## src/rtl/rv32c_eu_pkg.sv

```systemverilog
// Shared types and constants for the RV32C execute unit.
// Used by rv32c_eu_regfile and rv32c_execute_unit_core; depends on nothing else.
package rv32c_eu_pkg;

  localparam int unsigned XLEN     = 32;
  localparam int unsigned RegAddrW = 5;
  localparam int unsigned CmdW     = 5;
  localparam int unsigned InstrW   = 16;

  // Bit 5 of a shift amount marks an encoding that must not write.
  localparam int unsigned ShamtResBit = 5;
  // Jump targets taken from a register drop bit 0.
  localparam logic [XLEN-1:0] JumpAlignMask = ~(XLEN'(1));
  localparam logic [RegAddrW-1:0] RegZero = '0;
  localparam logic [RegAddrW-1:0] RegRa   = RegAddrW'(1);
  localparam logic [RegAddrW-1:0] RegSp   = RegAddrW'(2);

  typedef enum logic [CmdW-1:0] {
    CMD_LWSP     = 5'd0,
    CMD_SWSP     = 5'd1,
    CMD_LW       = 5'd2,
    CMD_SW       = 5'd3,
    CMD_J        = 5'd4,
    CMD_JAL      = 5'd5,
    CMD_JR       = 5'd6,
    CMD_JALR     = 5'd7,
    CMD_BEQZ     = 5'd8,
    CMD_BNEZ     = 5'd9,
    CMD_LI       = 5'd10,
    CMD_LUI      = 5'd11,
    CMD_ADDI     = 5'd12,
    CMD_ADDI16SP = 5'd13,
    CMD_ADDI4SPN = 5'd14,
    CMD_SLLI     = 5'd15,
    CMD_SRLI     = 5'd16,
    CMD_SRAI     = 5'd17,
    CMD_ANDI     = 5'd18,
    CMD_MV       = 5'd19,
    CMD_ADD      = 5'd20,
    CMD_AND      = 5'd21,
    CMD_OR       = 5'd22,
    CMD_XOR      = 5'd23,
    CMD_SUB      = 5'd24,
    CMD_LD_RET   = 5'd25
  } cmd_e;

  typedef struct packed {
    logic [CmdW-1:0]   command;
    logic [InstrW-1:0] instruction;
    logic [XLEN-1:0]   pc;
    logic [XLEN-1:0]   load_data;
  } exu_in_t;

  typedef struct packed {
    logic [XLEN-1:0] next_pc;
    logic            redirected;
    logic            mem_request;
    logic            mem_is_write;
    logic [XLEN-1:0] mem_address;
    logic [XLEN-1:0] mem_write_data;
    logic            trap;
    logic            ebreak;
  } exu_out_t;

  typedef struct packed {
    logic                en;
    logic [RegAddrW-1:0] addr;
    logic [XLEN-1:0]     data;
  } rf_wr_t;

endpackage

```

## src/rtl/rv32c_eu_regfile.sv

```systemverilog
// Integer register file for the RV32C execute unit: two registered read ports,
// one write port, per-entry valid bits so reset reads as zero. Uses rv32c_eu_pkg.
module rv32c_eu_regfile #(
  parameter int unsigned REGISTER_COUNT = 32
) (
  input  logic                              clk_i,
  input  logic                              rst_ni,
  input  logic                              rd_en_i,
  input  logic [rv32c_eu_pkg::RegAddrW-1:0] rd_addr_a_i,
  input  logic [rv32c_eu_pkg::RegAddrW-1:0] rd_addr_b_i,
  output logic [rv32c_eu_pkg::XLEN-1:0]     rd_data_a_o,
  output logic [rv32c_eu_pkg::XLEN-1:0]     rd_data_b_o,
  input  rv32c_eu_pkg::rf_wr_t              wr_i
);

  localparam int unsigned IdxW = $clog2(REGISTER_COUNT);
  localparam logic [rv32c_eu_pkg::RegAddrW:0] RegCount =
    REGISTER_COUNT[rv32c_eu_pkg::RegAddrW:0];

  logic [rv32c_eu_pkg::XLEN-1:0] mem [REGISTER_COUNT];
  logic [REGISTER_COUNT-1:0]     valid_q;

  logic [rv32c_eu_pkg::XLEN-1:0] rd_a_q, rd_b_q;
  logic                          zero_a_q, zero_a_d;
  logic                          zero_b_q, zero_b_d;
  logic                          fwd_a, fwd_b;
  logic                          wr_ok;
  logic [IdxW-1:0]               idx_a, idx_b, idx_w;

  assign idx_a = rd_addr_a_i[IdxW-1:0];
  assign idx_b = rd_addr_b_i[IdxW-1:0];
  assign idx_w = wr_i.addr[IdxW-1:0];

  assign wr_ok = wr_i.en && (wr_i.addr != rv32c_eu_pkg::RegZero) &&
                 ({1'b0, wr_i.addr} < RegCount);

  // A write landing on the same edge as a read is forwarded into the read register.
  assign fwd_a = wr_ok && (wr_i.addr == rd_addr_a_i);
  assign fwd_b = wr_ok && (wr_i.addr == rd_addr_b_i);

  assign zero_a_d = !((rd_addr_a_i != rv32c_eu_pkg::RegZero) &&
                      ({1'b0, rd_addr_a_i} < RegCount) && (valid_q[idx_a] || fwd_a));
  assign zero_b_d = !((rd_addr_b_i != rv32c_eu_pkg::RegZero) &&
                      ({1'b0, rd_addr_b_i} < RegCount) && (valid_q[idx_b] || fwd_b));

  always_ff @(posedge clk_i) begin
    if (wr_ok) begin
      mem[idx_w] <= wr_i.data;
    end
    if (rd_en_i) begin
      rd_a_q <= fwd_a ? wr_i.data : mem[idx_a];
      rd_b_q <= fwd_b ? wr_i.data : mem[idx_b];
    end
  end

  always_ff @(posedge clk_i or negedge rst_ni) begin
    if (!rst_ni) begin
      valid_q  <= '0;
      zero_a_q <= 1'b1;
      zero_b_q <= 1'b1;
    end else begin
      if (wr_ok) begin
        valid_q[idx_w] <= 1'b1;
      end
      if (rd_en_i) begin
        zero_a_q <= zero_a_d;
        zero_b_q <= zero_b_d;
      end
    end
  end

  assign rd_data_a_o = zero_a_q ? '0 : rd_a_q;
  assign rd_data_b_o = zero_b_q ? '0 : rd_b_q;

endmodule

```

## src/rtl/rv32c_execute_unit_core.sv

```systemverilog
// Top level of the RV32C execute unit: input stage with register reads,
// execute logic, result register. Uses rv32c_eu_pkg and rv32c_eu_regfile.
//
//   channel  | direction | handshake              | payload
//   ---------+-----------+------------------------+------------------------------
//   in       | input     | in_valid_i/in_ready_o  | in_data_i  (exu_in_t)
//   out      | output    | out_valid_o/out_ready_i| out_data_o (exu_out_t)
//
// One instruction per cycle unless the output stalls; each is held in s1_q, then out_q.
// Operands are read from the register file on the input transfer; the write of
// the instruction ahead is forwarded into that read, so no bubbles are needed.
// Reset clears the register file valid bits and the pending load; all registers
// then read zero. A stalled result holds the input stage, which still accepts one
// new item while it is empty.
module rv32c_execute_unit_core #(
  parameter int unsigned REGISTER_COUNT = 32
) (
  input  logic                   clk_i,
  input  logic                   rst_ni,
  input  logic                   in_valid_i,
  output logic                   in_ready_o,
  input  rv32c_eu_pkg::exu_in_t  in_data_i,
  output logic                   out_valid_o,
  input  logic                   out_ready_i,
  output rv32c_eu_pkg::exu_out_t out_data_o
);

  localparam int unsigned XLEN = rv32c_eu_pkg::XLEN;
  localparam int unsigned AW   = rv32c_eu_pkg::RegAddrW;

  logic                  s1_valid_q;
  rv32c_eu_pkg::exu_in_t s1_q;
  logic                  out_valid_q;
  rv32c_eu_pkg::exu_out_t out_q, out_d;
  logic                  pend_vld_q, pend_vld_d;
  logic [AW-1:0]         pend_reg_q, pend_reg_d;

  logic                  in_accept, advance;
  logic [AW-1:0]         rd_addr_a, rd_addr_b;
  logic [XLEN-1:0]       op_a, op_b;
  rv32c_eu_pkg::rf_wr_t  wr;

  assign advance    = s1_valid_q && (!out_valid_q || out_ready_i);
  assign in_ready_o = !s1_valid_q || advance;
  assign in_accept  = in_valid_i && in_ready_o;

  // Read port selection from the incoming instruction.
  always_comb begin
    logic [15:0] ii;
    ii = in_data_i.instruction;
    unique case (rv32c_eu_pkg::cmd_e'(in_data_i.command)) inside
      rv32c_eu_pkg::CMD_LWSP, rv32c_eu_pkg::CMD_SWSP,
      rv32c_eu_pkg::CMD_ADDI16SP, rv32c_eu_pkg::CMD_ADDI4SPN:
        rd_addr_a = rv32c_eu_pkg::RegSp;
      rv32c_eu_pkg::CMD_LW, rv32c_eu_pkg::CMD_SW, rv32c_eu_pkg::CMD_BEQZ,
      rv32c_eu_pkg::CMD_BNEZ, rv32c_eu_pkg::CMD_SRLI, rv32c_eu_pkg::CMD_SRAI,
      rv32c_eu_pkg::CMD_ANDI, rv32c_eu_pkg::CMD_AND, rv32c_eu_pkg::CMD_OR,
      rv32c_eu_pkg::CMD_XOR, rv32c_eu_pkg::CMD_SUB:
        rd_addr_a = {2'b01, ii[9:7]};
      rv32c_eu_pkg::CMD_JR, rv32c_eu_pkg::CMD_JALR, rv32c_eu_pkg::CMD_ADDI,
      rv32c_eu_pkg::CMD_SLLI, rv32c_eu_pkg::CMD_ADD:
        rd_addr_a = ii[11:7];
      default:
        rd_addr_a = rv32c_eu_pkg::RegZero;
    endcase
    unique case (rv32c_eu_pkg::cmd_e'(in_data_i.command)) inside
      rv32c_eu_pkg::CMD_SWSP, rv32c_eu_pkg::CMD_MV, rv32c_eu_pkg::CMD_ADD:
        rd_addr_b = ii[6:2];
      rv32c_eu_pkg::CMD_SW, rv32c_eu_pkg::CMD_AND, rv32c_eu_pkg::CMD_OR,
      rv32c_eu_pkg::CMD_XOR, rv32c_eu_pkg::CMD_SUB:
        rd_addr_b = {2'b01, ii[4:2]};
      default:
        rd_addr_b = rv32c_eu_pkg::RegZero;
    endcase
  end

  rv32c_eu_regfile #(
    .REGISTER_COUNT(REGISTER_COUNT)
  ) u_regfile (
    .clk_i      (clk_i),
    .rst_ni     (rst_ni),
    .rd_en_i    (in_accept),
    .rd_addr_a_i(rd_addr_a),
    .rd_addr_b_i(rd_addr_b),
    .rd_data_a_o(op_a),
    .rd_data_b_o(op_b),
    .wr_i       (wr)
  );

  // Execute.
  always_comb begin
    logic [15:0]     i;
    logic [XLEN-1:0] pc_inc;
    logic [XLEN-1:0] imm_ci, imm_cj, imm_cb, imm_lui, imm_16sp, imm_4spn;
    logic [XLEN-1:0] imm_lwsp, imm_swsp, imm_lw;
    logic [5:0]      shamt;
    logic [AW-1:0]   r117, r62, r97, r42;

    i        = s1_q.instruction;
    pc_inc   = s1_q.pc + XLEN'(2);
    r117     = i[11:7];
    r62      = i[6:2];
    r97      = {2'b01, i[9:7]};
    r42      = {2'b01, i[4:2]};
    shamt    = {i[12], i[6:2]};
    imm_ci   = {{26{i[12]}}, i[12], i[6:2]};
    imm_cj   = {{20{i[12]}}, i[12], i[8], i[10:9], i[6], i[7], i[2], i[11], i[5:3], 1'b0};
    imm_cb   = {{23{i[12]}}, i[12], i[6:5], i[2], i[11:10], i[4:3], 1'b0};
    imm_lui  = {{14{i[12]}}, i[12], i[6:2], 12'b0};
    imm_16sp = {{22{i[12]}}, i[12], i[4:3], i[5], i[2], i[6], 4'b0};
    imm_4spn = {22'b0, i[10:7], i[12:11], i[5], i[6], 2'b0};
    imm_lwsp = {24'b0, i[3:2], i[12], i[6:4], 2'b0};
    imm_swsp = {24'b0, i[8:7], i[12:9], 2'b0};
    imm_lw   = {25'b0, i[5], i[12:10], i[6], 2'b0};

    out_d        = '0;
    out_d.next_pc = pc_inc;
    wr           = '0;
    pend_vld_d   = pend_vld_q;
    pend_reg_d   = pend_reg_q;

    unique case (rv32c_eu_pkg::cmd_e'(s1_q.command)) inside
      rv32c_eu_pkg::CMD_LWSP: begin
        out_d.mem_request = 1'b1;
        out_d.mem_address = op_a + imm_lwsp;
        pend_vld_d        = 1'b1;
        pend_reg_d        = r117;
      end
      rv32c_eu_pkg::CMD_SWSP: begin
        out_d.mem_request    = 1'b1;
        out_d.mem_is_write   = 1'b1;
        out_d.mem_address    = op_a + imm_swsp;
        out_d.mem_write_data = op_b;
      end
      rv32c_eu_pkg::CMD_LW: begin
        out_d.mem_request = 1'b1;
        out_d.mem_address = op_a + imm_lw;
        pend_vld_d        = 1'b1;
        pend_reg_d        = r42;
      end
      rv32c_eu_pkg::CMD_SW: begin
        out_d.mem_request    = 1'b1;
        out_d.mem_is_write   = 1'b1;
        out_d.mem_address    = op_a + imm_lw;
        out_d.mem_write_data = op_b;
      end
      rv32c_eu_pkg::CMD_J: begin
        out_d.next_pc    = s1_q.pc + imm_cj;
        out_d.redirected = 1'b1;
      end
      rv32c_eu_pkg::CMD_JAL: begin
        out_d.next_pc    = s1_q.pc + imm_cj;
        out_d.redirected = 1'b1;
        wr               = '{en: 1'b1, addr: rv32c_eu_pkg::RegRa, data: pc_inc};
      end
      rv32c_eu_pkg::CMD_JR: begin
        out_d.next_pc    = op_a & rv32c_eu_pkg::JumpAlignMask;
        out_d.redirected = 1'b1;
      end
      rv32c_eu_pkg::CMD_JALR: begin
        if (r117 == rv32c_eu_pkg::RegZero) begin
          out_d.ebreak = 1'b1;
        end else begin
          out_d.next_pc    = op_a & rv32c_eu_pkg::JumpAlignMask;
          out_d.redirected = 1'b1;
          wr               = '{en: 1'b1, addr: rv32c_eu_pkg::RegRa, data: pc_inc};
        end
      end
      rv32c_eu_pkg::CMD_BEQZ, rv32c_eu_pkg::CMD_BNEZ: begin
        if ((s1_q.command == rv32c_eu_pkg::CMD_BEQZ) == (op_a == '0)) begin
          out_d.next_pc    = s1_q.pc + imm_cb;
          out_d.redirected = 1'b1;
        end
      end
      rv32c_eu_pkg::CMD_LI: begin
        wr = '{en: 1'b1, addr: r117, data: imm_ci};
      end
      rv32c_eu_pkg::CMD_LUI: begin
        // Writes to sp or x0, and a zero immediate, are not a LUI.
        wr = '{en: (r117 != rv32c_eu_pkg::RegZero) && (r117 != rv32c_eu_pkg::RegSp) &&
                   (imm_lui != '0),
               addr: r117, data: imm_lui};
      end
      rv32c_eu_pkg::CMD_ADDI: begin
        wr = '{en: 1'b1, addr: r117, data: op_a + imm_ci};
      end
      rv32c_eu_pkg::CMD_ADDI16SP: begin
        out_d.trap = (imm_16sp == '0);
        wr = '{en: imm_16sp != '0, addr: rv32c_eu_pkg::RegSp, data: op_a + imm_16sp};
      end
      rv32c_eu_pkg::CMD_ADDI4SPN: begin
        out_d.trap = (imm_4spn == '0);
        wr = '{en: imm_4spn != '0, addr: r42, data: op_a + imm_4spn};
      end
      rv32c_eu_pkg::CMD_SLLI: begin
        wr = '{en: !shamt[rv32c_eu_pkg::ShamtResBit], addr: r117,
               data: op_a << shamt[4:0]};
      end
      rv32c_eu_pkg::CMD_SRLI: begin
        wr = '{en: !shamt[rv32c_eu_pkg::ShamtResBit], addr: r97,
               data: op_a >> shamt[4:0]};
      end
      rv32c_eu_pkg::CMD_SRAI: begin
        wr = '{en: !shamt[rv32c_eu_pkg::ShamtResBit], addr: r97,
               data: XLEN'($signed(op_a) >>> shamt[4:0])};
      end
      rv32c_eu_pkg::CMD_ANDI: begin
        wr = '{en: 1'b1, addr: r97, data: op_a & imm_ci};
      end
      rv32c_eu_pkg::CMD_MV: begin
        wr = '{en: 1'b1, addr: r117, data: op_b};
      end
      rv32c_eu_pkg::CMD_ADD: begin
        wr = '{en: 1'b1, addr: r117, data: op_a + op_b};
      end
      rv32c_eu_pkg::CMD_AND: begin
        wr = '{en: 1'b1, addr: r97, data: op_a & op_b};
      end
      rv32c_eu_pkg::CMD_OR: begin
        wr = '{en: 1'b1, addr: r97, data: op_a | op_b};
      end
      rv32c_eu_pkg::CMD_XOR: begin
        wr = '{en: 1'b1, addr: r97, data: op_a ^ op_b};
      end
      rv32c_eu_pkg::CMD_SUB: begin
        wr = '{en: 1'b1, addr: r97, data: op_a - op_b};
      end
      rv32c_eu_pkg::CMD_LD_RET: begin
        out_d.next_pc = s1_q.pc;
        wr            = '{en: pend_vld_q, addr: pend_reg_q, data: s1_q.load_data};
        pend_vld_d    = 1'b0;
      end
      default: begin
      end
    endcase

    // State changes only when the instruction actually leaves the input stage.
    if (!advance) begin
      wr.en = 1'b0;
    end
  end

  always_ff @(posedge clk_i) begin
    if (in_accept) begin
      s1_q <= in_data_i;
    end
    if (advance) begin
      out_q <= out_d;
    end
  end

  always_ff @(posedge clk_i or negedge rst_ni) begin
    if (!rst_ni) begin
      s1_valid_q  <= 1'b0;
      out_valid_q <= 1'b0;
      pend_vld_q  <= 1'b0;
      pend_reg_q  <= '0;
    end else begin
      if (in_accept) begin
        s1_valid_q <= 1'b1;
      end else if (advance) begin
        s1_valid_q <= 1'b0;
      end
      if (advance) begin
        out_valid_q <= 1'b1;
        pend_vld_q  <= pend_vld_d;
        pend_reg_q  <= pend_reg_d;
      end else if (out_ready_i) begin
        out_valid_q <= 1'b0;
      end
    end
  end

  assign out_valid_o = out_valid_q;
  assign out_data_o  = out_q;

endmodule
```

## config.mk

```make
export PLATFORM = sky130hd
export DESIGN_NAME = rv32c_execute_unit_core
export DESIGN_NICKNAME = d
export VERILOG_FILES = /design/src/rtl/rv32c_eu_pkg.sv /design/src/rtl/rv32c_eu_regfile.sv /design/src/rtl/rv32c_execute_unit_core.sv
export SDC_FILE = /design/constraint.sdc
export NUM_CORES = 2
export LEC_CHECK = 0
export BUFFER_PORTS_ARGS = -buffer_cell sky130_fd_sc_hd__buf_2
export CAP_MARGIN = 15
export CORE_MARGIN = 2
export CORE_UTILIZATION = 38
export DETAILED_ROUTE_END_ITERATION = 6
export GPL_TIMING_DRIVEN = 1
export PLACE_DENSITY_LB_ADDON = 0.15
export SETUP_SLACK_MARGIN = 0.5
export SLEW_MARGIN = 20
export SYNTH_ARGS = -nofsm -noshare
export SYNTH_HDL_FRONTEND = slang
export SYNTH_SLANG_ARGS = --single-unit
```

## constraint.sdc

```tcl
create_clock -name clk_i -period 15.1 [get_ports clk_i]
set_clock_uncertainty 0.15 [all_clocks]
set_input_delay 0.755 -clock clk_i [delete_from_list [all_inputs] [get_ports clk_i]]
set_output_delay 0.755 -clock clk_i [all_outputs]
set_load 0.005 [all_outputs]
```

==> impl_metrics.toml <==
[setup_path]
cpPeakStageDelay_ns = 0.84
startpoint = "s1_q[80]"
path_buf_inv = 2
cpMaxStageDelayCell = "a221oi_1"
path_cells = "buf_4, nor2_1, nand2_1, nand2_1, o22ai_1, a21oi_1, ha_1, and3_1, a31oi_1, and4_1, a22oi_1, a221oi_1, o22ai_1, mux2i_1, a221oi_1, inv_1"
critPathKind = "register to register"
reg2reg_from = "s1_q[80]"
crit_path_end_kind = "register"
cp.required_ns = 15.30
cp.arrival_ns = 7.86
startpoint_type = "register"
crit_fanout = 32
cp_top_family = "compound AO/OA/AOI/OAI gates"

[power]
ir_worst_vdd_mv = 0.120
power_density_nw_per_um2 = 123
pwr-share-comb_pct = 23.7
leakagePower_nw = 32.2
clock_power_share_pct = 36.1
seqPwrFrac_pct = 40.2
total_power_w = 0.0108
p_int_w = 0.00725
p_sw_share_pct = 33.0
p_sw_w = 0.00357

[die]
rows = 166
io_pins = 192
core_um2 = 204000
initial_utilization_pct = 38.1
die_h_um = 457
die_area_um2 = 208000
die-width_um = 457

[timing]
drv_slew = 0
fmax_ghz = 0.131
hold_ws_ns = 0.0259
timing_hold_violations_final = 0
fin_setup_tns_ns = 0
finalSetupViolations = 0
period_share_pct = 50.7
fin_crit_ns = 7.66
max_slew_margin_pct = 21.2
grt_setup_unrepaired = "false"
tightestPinTransition_ns = 1.18

[yosys]
synth_common_cells = "nand2_1 (1372), edfxtp_1 (1269), a21oi_1 (414)"
synth_cell_type_count = 112
netlist_instances = 7532
yosysTopAreaCell = "edfxtp_1"
avgSynthCellArea_um2 = 10.3
synth.area.top_cells = "edfxtp_1 (49%), nand2_1 (6.6%), mux2i_1 (4.2%), a21oi_1 (2.7%), mux2_2 (2.6%)"
ys_async_sr_fraction_pct = 3.20
synth_seq_area_share_pct = 50.3
synth_ff_type = "edfxtp_1"
netlist.area_leader.share_pct = 49.0
synth.most_common_cell = "nand2_1"
synth-edff-count = 1269
yosys_warnings = 0
syn_area_um2 = 77800
ys_seq_elements = 1311

[clock_network]
clk_pin_slew_ns = 0.06
clkSinkCount = 1311
ctsResizeCount = 0
clockRootBuffer = "clkbuf_16"
post_cts_buffers = 0
cts_tree = "built"
cts.htree.levels = 4
clock_path_buffers = 3
hold_buffers = 65
clock_latency_ns = 0.85
numCtsBuffers = 154

[status]
violations = "design-rule violations"
status = "finished with violations"

[finish]
drive_above_1_share_pct = 14.4
fin_nets = 7855
area_growth_pct = 13.2

[min_path]
hp-class = "input pin to register"
min-delay-start = "in_data_i[30]"

[route]
routedWlPerCell_um = 36.7
viasPerCell = 6.60
ant_nets = 0
vias = 68900
drtPass1Iterations = 7
drt_wl_total_mm = 383
dr.first_iter.drc_count = 10500
drc = 1

[flow_run]
maxCapViolations = 0

[placement]
gp_congestion = 1.06
io_buffer_count = 186
dpl.hpwl_mm = 239

[global_routing]
gr-total-overflow = 0
grt_pass1_wl_mm = 522
antenna_found_initial = 21
track_usage_pct = 35.5
grt_max_degree = 155
grt_pass1_vias = 64600
-- final timing paths --
kind	cells past startpoint	slack [ns]	to
worst max-delay path	16	7.44	u_regfile.mem[27][28]
worst min-delay path	1	0.03	s1_q[30]
worst max register to register	16	7.44	u_regfile.mem[27][28]
worst min register to register	0	0.26	u_regfile.valid_q[0]
max in group asynchronous	3	13.84	u_regfile.valid_q[19]
min in group asynchronous	3	0.45	pend_reg_q[1]
-- worst reg2reg max path, stage by stage (launching register included) --
cell and delay, ns:
edfxtp_1 0.36, buf_4 0.28, nor2_1 0.60, nand2_1 0.75, nand2_1 0.71, o22ai_1 0.15
a21oi_1 0.25, ha_1 0.34, and3_1 0.25, a31oi_1 0.22, and4_1 0.22, a22oi_1 0.19
a221oi_1 0.84, o22ai_1 0.19, mux2i_1 0.31, a221oi_1 0.73, inv_1 0.66
-- cell usage in the layout (no fill, tap or decap), drive strengths merged, types with 50 or more instances in the layout --
cell	netlist	final
nand2	1375	1375
edfxtp	1269	1269
buf	266	424
a21oi	417	417
nand3	393	393
nor2	364	364
mux2i	330	330
o21ai	292	292
clkbuf	331	183
mux2	182	182
nor3	171	171
ha	150	150
a221oi	135	135
xnor2	132	132
o22ai	112	112
o221ai	112	112
inv	105	111
a31oi	109	109
clkinv	6	75
mux4	74	74
a211oi	69	69
a22oi	67	67
dlygate4sd3	0	65
nor4	61	61
o211ai	60	60
nand4	58	58
o21a	58	58
a21o	56	56
nand2b	52	52
xor2	50	50
a2111oi	50	50
-- stage by stage --
stage / setup WS (ns) / util (%) / std cells / cell area (µm²)
3_5_place_dp: 7.67 / 40.2 / 10100 / 82100
5_1_grt: 7.17 / 43.1 / 10400 / 88100
2_1_floorplan: 7.74 / - / 7563 / 77900
6_report: 7.44 / 43.1 / 10400 / 88100
3_3_place_gp: 7.69 / 40.2 / 10100 / 82100
4_1_cts: 7.61 / 43.1 / 10400 / 88100
-- registers in the layout (all words and copies together), names as in the netlist --
signal              cells
u_regfile.mem        1024
s1_valid_q              1
u_regfile.rd_a_q       32
out_data_o            101
pend_vld_q              1
out_valid_o             1
u_regfile.zero_a_q      1
u_regfile.zero_b_q      1
s1_q                   80
u_regfile.valid_q      32
pend_reg_q              5
u_regfile.rd_b_q       32
-- kinds of logic after synthesis --
group / Yosys count / synth area share, %
AO/OA/AOI/OAI: 1866 / 16.5
XOR/XNOR: 182 / 2.05
adder cells (fa/ha/maj): 155 / 2.54
buffers and inverters: 708 / 3.94
flip-flops: 1311 / 50.3
multiplexers: 586 / 9.03
other: 1 / 0.00482
AND/OR/NAND/NOR: 2723 / 15.7
-- routing by layer --
metal | GRT usage [%] | wire length [µm] | up-vias
li1 | - | - | 28800
met1 | 45.2 | 146000 | 34300
met2 | 54.9 | 169000 | 4650
met3 | 7.14 | 38000 | 1066
met4 | 23.1 | 29400 | 12
met5 | 0 | 103 | -
-- area by class of cell --
type	count	area, µm²
Clock buffer	183	4010
Clock inverter	100	1250
Fill cell	19400	116000
Antenna cell	7	17.5
Multi-Input combinational cell	5544	36300
Sequential cell	1311	39200
Inverter	111	418
Timing Repair Buffer	489	3590
Tap cell	2688	3360
-- power groups by stage --
stage,clock [W],sequential [W],combinational (W)
after floorplan,0,0.00436,0.00144
after global placement,0,0.00441,0.00244
after detailed placement,0,0.00441,0.00245
after CTS,0.00393,0.00434,0.00248
after global routing,0.00407,0.00435,0.00267
final,0.00390,0.00435,0.00257
Power figures use the tool's default switching activity.
